===== config.mk =====
export PLATFORM = sky130hd
export DESIGN_NAME = pi_duty_controller_antiwindup_top_flat
export DESIGN_NICKNAME = d
export VERILOG_FILES = /design/src/hw/rtl/pidc_pkg.sv /design/src/hw/rtl/pidc_in_if.sv /design/src/hw/rtl/pidc_out_if.sv /design/src/hw/rtl/pi_duty_controller_antiwindup_top.sv /design/src/flat_wrapper.sv
export SDC_FILE = /design/constraint.sdc
export NUM_CORES = 2
export LEC_CHECK = 0
export ABC_AREA = 1
export CORE_UTILIZATION = 40
export DETAILED_ROUTE_END_ITERATION = 10
export DONT_BUFFER_PORTS = 1
export SYNTH_ARGS = -nofsm -noshare
export SYNTH_HDL_FRONTEND = slang
export SYNTH_SLANG_ARGS = --single-unit

===== constraint.sdc =====
create_clock -name clk -period 17.78 [get_ports clk]
set_input_delay 2.667 -clock clk [delete_from_list [all_inputs] [get_ports clk]]
set_output_delay 2.667 -clock clk [all_outputs]
set_load 0.1 [all_outputs]

===== src/hw/rtl/pidc_pkg.sv =====
// Shared widths, register indexes and sequencer states of the PI duty controller.
package pidc_pkg;

  // Field widths
  localparam int unsigned FB_W    = 12;
  localparam int unsigned GAIN_W  = 16;
  localparam int unsigned BOUND_W = 24;
  localparam int unsigned DUTY_W  = 16;
  localparam int unsigned INTEG_W = 25;
  localparam int unsigned ERR_W   = 13;
  localparam int unsigned PROD_W  = 42;
  localparam int unsigned CFG_W   = 24;
  localparam int unsigned CIDX_W  = 3;
  localparam int unsigned STEP_W  = 6;

  // Configuration register indexes
  typedef enum logic [CIDX_W-1:0] {
    CFG_SETPOINT    = 3'd0,
    CFG_PROP_GAIN   = 3'd1,
    CFG_INTEG_GAIN  = 3'd2,
    CFG_OUT_DIVISOR = 3'd3,
    CFG_INTEG_UPPER = 3'd4,
    CFG_INTEG_LOWER = 3'd5,
    CFG_DUTY_LIMIT  = 3'd6
  } cfg_idx_t;

  // Sequencer states, one-hot
  typedef enum logic [7:0] {
    ST_IDLE  = 8'b0000_0001,
    ST_INTEG = 8'b0000_0010,
    ST_MULP  = 8'b0000_0100,
    ST_MULI  = 8'b0000_1000,
    ST_ADD   = 8'b0001_0000,
    ST_ABS   = 8'b0010_0000,
    ST_DIV   = 8'b0100_0000,
    ST_FIN   = 8'b1000_0000
  } state_t;

endpackage


===== src/hw/rtl/pidc_in_if.sv =====
// Feedback sample channel: valid, ready and one sample per beat.
interface pidc_in_if;
  logic                          valid;
  logic                          ready;
  logic [pidc_pkg::FB_W-1:0]     feedback_sample;

  modport source (output valid, output feedback_sample, input ready);
  modport sink   (input valid, input feedback_sample, output ready);
endinterface


===== src/hw/rtl/pidc_out_if.sv =====
// Duty result channel: valid, ready, duty command and saturation flag per beat.
interface pidc_out_if;
  logic                          valid;
  logic                          ready;
  logic [pidc_pkg::DUTY_W-1:0]   duty_out;
  logic                          is_saturated;

  modport source (output valid, output duty_out, output is_saturated, input ready);
  modport sink   (input valid, input duty_out, input is_saturated, output ready);
endinterface


===== src/hw/rtl/pi_duty_controller_antiwindup_top.sv =====
// PI duty controller with integrator clamp anti-windup, one shared multiplier and divider.
//
//   channel   direction  beat contents
//   in_ch     input      feedback_sample
//   out_ch    output     duty_out, is_saturated
//   cfg_*     input      register write (index, data), no read-back
//
// A sample with a nonzero error passes from acceptance to a ready result through the
// integrator update, two products through one 25x17 multiplier, a sum, a magnitude
// step and a 42-bit quotient from the bit-serial restoring divider. A zero error goes straight to the final step.
// The result beat waits in the output register; a new sample is taken in the meantime
// and its final step waits for that register to empty.
// Synchronous active-low reset clears the state and loads the register defaults.
module pi_duty_controller_antiwindup_top (
  input  logic                         clk,
  input  logic                         rst_n,
  pidc_in_if.sink                      in_ch,
  pidc_out_if.source                   out_ch,
  input  logic                         cfg_we,
  input  logic [pidc_pkg::CIDX_W-1:0]  cfg_idx,
  input  logic [pidc_pkg::CFG_W-1:0]   cfg_wdata
);
  import pidc_pkg::*;

  localparam logic [STEP_W-1:0] DIV_LAST = STEP_W'(PROD_W - 1);

  // Configuration registers
  logic [FB_W-1:0]           setpoint_r;
  logic [GAIN_W-1:0]         prop_gain_r;
  logic [GAIN_W-1:0]         integ_gain_r;
  logic [GAIN_W-1:0]         out_divisor_r;
  logic signed [BOUND_W-1:0] integ_upper_r;
  logic signed [BOUND_W-1:0] integ_lower_r;
  logic [DUTY_W-1:0]         duty_limit_r;

  // Loop state and sequencer
  state_t                    state_r, state_nxt;
  logic signed [INTEG_W-1:0] integ_r;
  logic                      sat_r;
  logic [DUTY_W-1:0]         duty_r;
  logic                      out_valid_r;
  logic signed [ERR_W-1:0]   err_r;
  logic signed [PROD_W-1:0]  prod_r;
  logic signed [PROD_W-1:0]  acc_r;
  logic [PROD_W-1:0]         quo_r;
  logic [GAIN_W-1:0]         rem_r;
  logic                      neg_r;
  logic                      hold_r;
  logic [STEP_W-1:0]         step_r;

  // Configuration writes
  always_ff @(posedge clk) begin
    if (!rst_n) begin
      setpoint_r    <= '0;
      prop_gain_r   <= '0;
      integ_gain_r  <= '0;
      out_divisor_r <= GAIN_W'(1);
      integ_upper_r <= {1'b0, {(BOUND_W-1){1'b1}}};
      integ_lower_r <= {1'b1, {(BOUND_W-1){1'b0}}};
      duty_limit_r  <= '1;
    end else if (cfg_we) begin
      unique case (cfg_idx)
        CFG_SETPOINT:    setpoint_r    <= cfg_wdata[FB_W-1:0];
        CFG_PROP_GAIN:   prop_gain_r   <= cfg_wdata[GAIN_W-1:0];
        CFG_INTEG_GAIN:  integ_gain_r  <= cfg_wdata[GAIN_W-1:0];
        CFG_OUT_DIVISOR: out_divisor_r <= cfg_wdata[GAIN_W-1:0];
        CFG_INTEG_UPPER: integ_upper_r <= cfg_wdata[BOUND_W-1:0];
        CFG_INTEG_LOWER: integ_lower_r <= cfg_wdata[BOUND_W-1:0];
        CFG_DUTY_LIMIT:  duty_limit_r  <= cfg_wdata[DUTY_W-1:0];
        default: ;
      endcase
    end
  end

  // Handshake
  logic in_fire, out_free;
  assign in_ch.ready         = (state_r == ST_IDLE);
  assign in_fire             = in_ch.valid && in_ch.ready;
  assign out_free            = !out_valid_r || out_ch.ready;
  assign out_ch.valid        = out_valid_r;
  assign out_ch.duty_out     = duty_r;
  assign out_ch.is_saturated = sat_r;

  // Shared multiplier: error or integrator times a gain
  logic signed [INTEG_W-1:0] mul_a;
  logic signed [GAIN_W:0]    mul_b;
  logic signed [PROD_W-1:0]  mul_p;
  always_comb begin
    if (state_r == ST_MULP) begin
      mul_a = INTEG_W'(err_r);
      mul_b = $signed({1'b0, prop_gain_r});
    end else begin
      mul_a = integ_r;
      mul_b = $signed({1'b0, integ_gain_r});
    end
  end
  assign mul_p = mul_a * mul_b;

  // Integrator clamp comparisons
  logic signed [INTEG_W-1:0] upper_ext, lower_ext, integ_sum;
  logic                      integ_en;
  assign upper_ext = INTEG_W'(integ_upper_r);
  assign lower_ext = INTEG_W'(integ_lower_r);
  assign integ_sum = integ_r + INTEG_W'(err_r);
  always_comb begin
    if (sat_r)
      integ_en = 1'b0;
    else if (!err_r[ERR_W-1])
      integ_en = (integ_r < upper_ext);
    else
      integ_en = (integ_r > lower_ext);
  end

  // Restoring divider step: one quotient bit per cycle
  logic [GAIN_W-1:0] div_eff;
  logic [GAIN_W:0]   trial;
  logic [GAIN_W+1:0] diff;
  assign div_eff = (out_divisor_r == '0) ? GAIN_W'(1) : out_divisor_r;
  assign trial   = {rem_r, quo_r[PROD_W-1]};
  assign diff    = {1'b0, trial} - {2'b00, div_eff};

  // Final clamp of the quotient
  logic over_limit;
  assign over_limit = (quo_r > PROD_W'(duty_limit_r));

  // Sequencer next state
  always_comb begin
    state_nxt = state_r;
    unique case (state_r)
      ST_IDLE:  if (in_fire) state_nxt = ST_INTEG;
      ST_INTEG: state_nxt = (err_r == '0) ? ST_FIN : ST_MULP;
      ST_MULP:  state_nxt = ST_MULI;
      ST_MULI:  state_nxt = ST_ADD;
      ST_ADD:   state_nxt = ST_ABS;
      ST_ABS:   state_nxt = ST_DIV;
      ST_DIV:   if (step_r == DIV_LAST) state_nxt = ST_FIN;
      ST_FIN:   if (out_free) state_nxt = ST_IDLE;
      default:  state_nxt = ST_IDLE;
    endcase
  end

  // Control state
  always_ff @(posedge clk) begin
    if (!rst_n) begin
      state_r     <= ST_IDLE;
      integ_r     <= '0;
      sat_r       <= 1'b0;
      duty_r      <= '0;
      out_valid_r <= 1'b0;
    end else begin
      state_r <= state_nxt;
      if (state_r == ST_FIN && out_free)
        out_valid_r <= 1'b1;
      else if (out_valid_r && out_ch.ready)
        out_valid_r <= 1'b0;
      if (state_r == ST_INTEG && err_r != '0 && integ_en)
        integ_r <= integ_sum;
      // Commit the result (the previous one is kept on a zero error) and present it as the output beat
      if (state_r == ST_FIN && out_free) begin
        if (!hold_r) begin
          if (neg_r && quo_r != '0) begin
            duty_r <= '0;
          end else if (!neg_r && over_limit) begin
            duty_r <= duty_limit_r;
            sat_r  <= 1'b1;
          end else begin
            duty_r <= quo_r[DUTY_W-1:0];
            sat_r  <= 1'b0;
          end
        end
      end
    end
  end

  // Datapath registers
  always_ff @(posedge clk) begin
    unique case (state_r)
      ST_IDLE: begin
        err_r <= $signed({1'b0, setpoint_r}) - $signed({1'b0, in_ch.feedback_sample});
      end
      ST_INTEG: begin
        hold_r <= (err_r == '0);
      end
      ST_MULP: begin
        prod_r <= mul_p;
      end
      ST_MULI: begin
        acc_r  <= prod_r;
        prod_r <= mul_p;
      end
      ST_ADD: begin
        acc_r <= acc_r + prod_r;
      end
      ST_ABS: begin
        neg_r  <= acc_r[PROD_W-1];
        quo_r  <= acc_r[PROD_W-1] ? PROD_W'(-acc_r) : PROD_W'(acc_r);
        rem_r  <= '0;
        step_r <= '0;
      end
      ST_DIV: begin
        if (!diff[GAIN_W+1])
          rem_r <= diff[GAIN_W-1:0];
        else
          rem_r <= trial[GAIN_W-1:0];
        quo_r  <= {quo_r[PROD_W-2:0], ~diff[GAIN_W+1]};
        step_r <= step_r + STEP_W'(1);
      end
      ST_FIN: ;
      default: ;
    endcase
  end

endmodule

===== src/flat_wrapper.sv =====
// flat-port wrapper written by rule: the top's interface ports become plain ports
module pi_duty_controller_antiwindup_top_flat import pidc_pkg::*;
  (clk, rst_n, cfg_we, cfg_idx, cfg_wdata, in_ch_valid, in_ch_feedback_sample, in_ch_ready, out_ch_valid, out_ch_duty_out, out_ch_is_saturated, out_ch_ready);
  pidc_in_if in_ch_i ();
  pidc_out_if out_ch_i ();
  input  logic clk;
  input  logic rst_n;
  input  logic cfg_we;
  input  logic [pidc_pkg::CIDX_W-1:0] cfg_idx;
  input  logic [pidc_pkg::CFG_W-1:0] cfg_wdata;
  input wire logic [$bits(in_ch_i.valid)-1:0] in_ch_valid;
  input wire logic [$bits(in_ch_i.feedback_sample)-1:0] in_ch_feedback_sample;
  output wire logic [$bits(in_ch_i.ready)-1:0] in_ch_ready;
  output wire logic [$bits(out_ch_i.valid)-1:0] out_ch_valid;
  output wire logic [$bits(out_ch_i.duty_out)-1:0] out_ch_duty_out;
  output wire logic [$bits(out_ch_i.is_saturated)-1:0] out_ch_is_saturated;
  input wire logic [$bits(out_ch_i.ready)-1:0] out_ch_ready;
  assign in_ch_i.valid = in_ch_valid;
  assign in_ch_i.feedback_sample = in_ch_feedback_sample;
  assign in_ch_ready = in_ch_i.ready;
  assign out_ch_valid = out_ch_i.valid;
  assign out_ch_duty_out = out_ch_i.duty_out;
  assign out_ch_is_saturated = out_ch_i.is_saturated;
  assign out_ch_i.ready = out_ch_ready;
  pi_duty_controller_antiwindup_top u_core (.clk(clk), .rst_n(rst_n), .in_ch(in_ch_i), .out_ch(out_ch_i), .cfg_we(cfg_we), .cfg_idx(cfg_idx), .cfg_wdata(cfg_wdata));
endmodule

# Yosys cells after proc, flatten, opt, wreduce, memory -nomap -nowiden
# Cells that the tools add are included.
[classes]
n_addsub = 6
n_mul = 1
n_div = 0
order_cmp = 3
n_eq_ne = 18
n_shift = 0
n_mux = 21
n_bitwise = 3
reduce_logical = 29
[ops]
columns = ["cell", "n"]
rows = [
  ["42-bit one-hot mux with 2 select lines", 2],
  ["16-bit 2-to-1 mux", 5],
  ["8-bit one-hot mux with 8 select lines", 1],
  ["42-bit adder", 1],
  ["42-bit by 16-bit > comparator with 1-bit output", 1],
  ["25-bit by 17-bit multiplier with 42-bit output", 1],
  ["42-bit 2-to-1 mux", 1],
  ["42-bit negator", 1],
  ["42-bit nonzero test", 1],
  ["8-bit 2-to-1 mux", 4],
  ["16-bit one-hot mux with 2 select lines", 1],
  ["25-bit by 13-bit adder with 25-bit output", 1],
  ["25-bit by 24-bit > comparator with 1-bit output", 1],
  ["25-bit by 24-bit less-than comparator with 1-bit output", 1],
  ["25-bit 2-to-1 mux", 1],
  ["17-bit by 16-bit subtractor with 18-bit output", 1],
  ["16-bit logical NOT", 1],
  ["2-bit AND reduction", 8],
  ["13-bit logical NOT", 1],
  ["13-bit nonzero test", 1],
  ["12-bit by 12-bit subtractor with 13-bit output", 1],
  ["6-bit one-hot mux with 2 select lines", 1],
  ["3-bit equality test (second input constant)", 3],
  ["8-bit by 1-bit equality test with 1-bit output (second input constant)", 1],
  ["22 further kinds", 40],
]
[word_totals]
register_bits = 338
latchBits = 0
ram_bits = 0
romBits = 0
in_bits = 44
out_inout_bits = 19
word_cells = 101
memories = 0

# Logic depth before layout (Yosys ltp)
[depth]
word_depth = 5
depth_mapped = 34
ltp_nobuf = 32

# Worst setup path after synthesis
# Ideal clock, no wire load.
[synth_timing]
path_kind = "reg-to-reg"
start = "register u_core.state_r[6]"
end = "register u_core.prod_r[40], data pin"
setup_time_ns = 0.259
t_arrival_ns = 6.252
t_required_ns = 17.521
path_slack_ns = 11.269
path_stages_with_launch = 32
n_path_buf = 2
synth_period_minus_slack_ns = 6.511
path_cell_list = "dfxtp_1 > nor2_2 > nand3_1 > inv_2 > nand2_2 > nor2_1 > inv_1 > buf_4 > o21ai_1 > buf_4 > nor2_1 > inv_1 > fa_1 > inv_1 > fa_1 > inv_1 > fa_1 > inv_1 > fa_1 > fa_1 > inv_1 > fa_1 > inv_1 > ha_1 > a21oi_1 > a21boi_0 > o21ai_0 > a21oi_1 > nand3_1 > nand2_1 > nand2_1 > xor2_1"
[synth_via]
elab_chain_cells = 3
word_cells_on_any_way = 4
cone_classes = "mul: 1; eq/ne: 1; mux: 2"
[synth_lines]
columns = ["element", "line", "source"]
rows = [
  ["start, declared", "pi_duty_controller_antiwindup_top.sv:37", "state_t state_r, state_nxt;"],
  ["start signal, assigned", "pi_duty_controller_antiwindup_top.sv:151", "state_r <= state_nxt;"],
  ["8-bit by 3-bit equality test with 1-bit output (*)", "pi_duty_controller_antiwindup_top.sv:89", "if (state_r == ST_MULP) begin"],
  ["25-bit 2-to-1 mux / 16-bit 2-to-1 mux (equally long branches)", "pi_duty_controller_antiwindup_top.sv:89", ""],
  ["25-bit by 17-bit multiplier with 42-bit output (*)", "pi_duty_controller_antiwindup_top.sv:97", "assign mul_p = mul_a * mul_b;"],
  ["via u_core.mul_p[40]", "pi_duty_controller_antiwindup_top.sv:87", "logic signed [PROD_W-1:0] mul_p;"],
  ["end signal, assigned", "pi_duty_controller_antiwindup_top.sv:185", "prod_r <= mul_p;"],
  ["end signal, assigned", "pi_duty_controller_antiwindup_top.sv:189", "prod_r <= mul_p;"],
  ["end, declared", "pi_duty_controller_antiwindup_top.sv:43", "logic signed [PROD_W-1:0] prod_r;"],
]
# The timed path passes the listed nets; every way through them passes the cells marked *.
# A chain may end at the register's enable or synchronous reset.

# Final worst setup path
# Ends and elaborated chain as after synthesis.

==> metrics.txt <==
maximum fanout along the worst path 60; first-pass GRT wire length 166000 um; # fillers 9136; Crit path max-delay family adder cells; cell area after synthesis approximately 36000 um^2; Startpoint Class flip-flop; RSZ-0062 raised after global routing false; Max-slew headroom 0.249; critical path class reg -> reg; Max Clk Rate between 0.1 and 0.15 GHz; Mapped Nets 5365; fin crit period approximately 8.3 ns; actual slew at the worst max-slew pin ~1.1 ns; GP Congestion roughly 0.93; Cells on Worst Hold Path 2; Port Buffers 0; HP Class reg -> reg; # rows about 110; number of synthesized flops with an enable pin 163; setup TNS 0 ns; area of the multi-input gates 23700 um^2; Die X between 300 and 400 um; total global-route track usage 0.233; gr ovfl total 0; DR vias between 20k and 30k; CTS clk-pin slew, worst paths 0.06 ns; drt initial violations 2199; # hold bufs at CTS 0; Post-CTS Setup Inserts 0; # clock sinks about 340; layout cells sized above 1 0.0406; Layout area overhead 7.09%; synth unique cells 63; total number of yosys warnings 0; Buf+Inv Stages, Crit Path 9; cell mode on critical path inv_1; Fin Clk Skew ~0.033 ns; Mean Syn Cell Area 7.76 um^2; I/O Pins 63; core footprint roughly 89000 um^2; crit end category flip-flop; largest net degree at the start of global routing about 150; DIE AREA about 92000 um^2; post-layout util 0.436; DR pass1 iterations 5; Initial Utilization 0.407; Period Utilization, post-route 0.467; worst-case reg-to-reg path depth 30; DP Wirelength roughly 80000 um; Slowest cell on crit path fa_1; ys async rst share 0; power density cells 63.8 nW/um^2; commonest non-fill, non-tap cell in the layout nand2_1; Worst Path Arrival about 8.6 ns; final slew viol count 0; Stages on worst setup path 30; Reg area roughly 8400 um^2; setup ws final 9.48 ns; Yosys reg bits between 300 and 400; # DRC 0; Primary FF master, synth dfxtp_1; CTS tree done; Final Hold Vio Count 0; post-route antenna net violation count 0; register area share after synthesis 0.232; clock root cell clkbuf_16; DR WL/cell about 18 um; Nets around 5.3k; Post-Route WL approximately 100000 um; worst IR drop on VDD between 0.05 and 0.06 mV; commonest non-fill, non-tap cells in the layout nand2_1, inv_1, nor2_1, fa_1, ha_1; static leakage power about 18 nW; Power Total about 2.5 mW; H-tree Lvls 2; antenna violations before repair 4; Worst Path Required 18.09 ns; vias in the first global route approximately 30k; status finished, final reports clean; via/cell ratio between 5 and 6; Num CTS Buffers 41; Post-Place Setup Slack approximately 9.5 ns; Mapped Cells 4662; final setup fails 0; Clock Latency Late Sink ~0.6 ns; MaxCap Viol Count 0; Clock Path Buffers 3; chip height about 300 um; post-cts sizing count 0; CP peak stage delay 0.81 ns
state kept, by name (all words and copies together), names as in the netlist:
signal,count
u_core.neg_r,1
u_core.prod_r,42
u_core.step_r,6
u_core.out_ch.valid,1
u_core.out_divisor_r,16
u_core.integ_upper_r,24
u_core.err_r,13
u_core.out_ch.duty_out,16
u_core.integ_lower_r,24
u_core.setpoint_r,12
u_core.rem_r,16
u_core.integ_r,25
u_core.out_ch.is_saturated,1
u_core.hold_r,1
u_core.duty_limit_r,16
u_core.state_r,8
u_core.quo_r,42
u_core.acc_r,42
u_core.prop_gain_r,16
u_core.integ_gain_r,16
synthesized netlist by cell type (4+ instances only):
library cell / n / area share
nand2_1: 932 / 0.097
inv_1: 904 / 0.094
nor2_1: 525 / 0.054
fa_1: 395 / 0.22
ha_1: 264 / 0.091
a21oi_1: 263 / 0.036
o21ai_0: 258 / 0.036
dfxtp_1: 175 / 0.097
edfxtp_1: 163 / 0.14
nand3_1: 149 / 0.021
xor2_1: 77 / 0.019
clkbuf_1: 62 / 0.0064
nand4_1: 57 / 0.0099
buf_2: 53 / 0.0073
o211ai_1: 48 / 0.010
xnor2_1: 47 / 0.011
nor3_1: 35 / 0.0048
a31oi_1: 26 / 0.0045
inv_2: 23 / 0.0024
o21ai_2: 22 / 0.0053
o21bai_1: 21 / 0.0044
a21o_1: 20 / 0.0042
nor4_1: 17 / 0.0029
o21ai_1: 15 / 0.0021
a21boi_0: 10 / 0.0021
o21ai_4: 8 / 0.0036
or2_2: 8 / 0.0014
buf_4: 7 / 0.0015
nand3b_1: 7 / 0.0015
nor2_2: 6 / 0.0010
o21a_1: 6 / 0.0012
nand2_2: 5 / 0.00086
o31ai_1: 5 / 0.0010
a211oi_1: 4 / 0.00083
and3_1: 4 / 0.00069
area by class of cell:
cell class,instances,area share
flip-flops and latches,338,0.217
clock buffers,53,0.0295
inverters,931,0.0902
multi-input cells,3264,0.612
well taps,1165,0.0376
clock inverters,21,0.00807
diodes,2,0.000129
repair buffers,27,0.00523
cells by family after synthesis:
| logic type | Yosys count | synth area share |
|---|---|---|
| AND/OR/NAND/NOR | 1758 | 0.199 |
| flip-flops | 338 | 0.232 |
| adder cells (fa/ha/maj) | 659 | 0.310 |
| AO/OA/AOI/OAI | 723 | 0.116 |
| XOR/XNOR | 124 | 0.0300 |
| buffers and inverters | 1060 | 0.113 |
routing by layer:
metal / routed length (um) / GRT usage / part of all wire
met5: 0 / 0 / 0
met2: 46100 / 0.374 / 0.44
met3: 6990 / 0.0386 / 0.067
met1: 47500 / 0.320 / 0.46
met4: 3150 / 0.0723 / 0.030
through the flow:
step	cell area, um^2	std cells	hold WS [ns]
floorplan	36200	4662	0.425
global placement	37300	5725	0.432
detailed placement	37300	5725	0.437
CTS	38700	5799	0.446
global route	38700	5799	0.472
finish	38700	5801	0.450
report_power, final:
| part | switching (mW) | internal (mW) |
|---|---|---|
| combinational | 0.438 | 0.193 |
| sequential | 0.0527 | 0.874 |
| clock | 0.366 | 0.546 |
| total | 0.857 | 1.61 |
path summary, 6_finish.rpt:
path / start / endpoint / slack (ns)
hold / removal: u_core.prop_gain_r[14] / u_core.prop_gain_r[14] / 0.45
setup / recovery: u_core.state_r[6] / u_core.prod_r[40] / 9.48
setup reg to reg: u_core.state_r[6] / u_core.prod_r[40] / 9.48
hold reg to reg: u_core.prop_gain_r[14] / u_core.prop_gain_r[14] / 0.45
worst register-to-register path, delay by kind of cell (launching register included):
family	cells	cell delay, ns
AOI/OAI and AO/OA	5	1.08
xor gates and xnor gates	1	0.14
adders and majority gates	7	3.66
buffers and inverters	9	1.69
DFF	1	0.41
and+or+nand+nor	8	1.03
No activity file was read; power rests on OpenSTA's default activity.
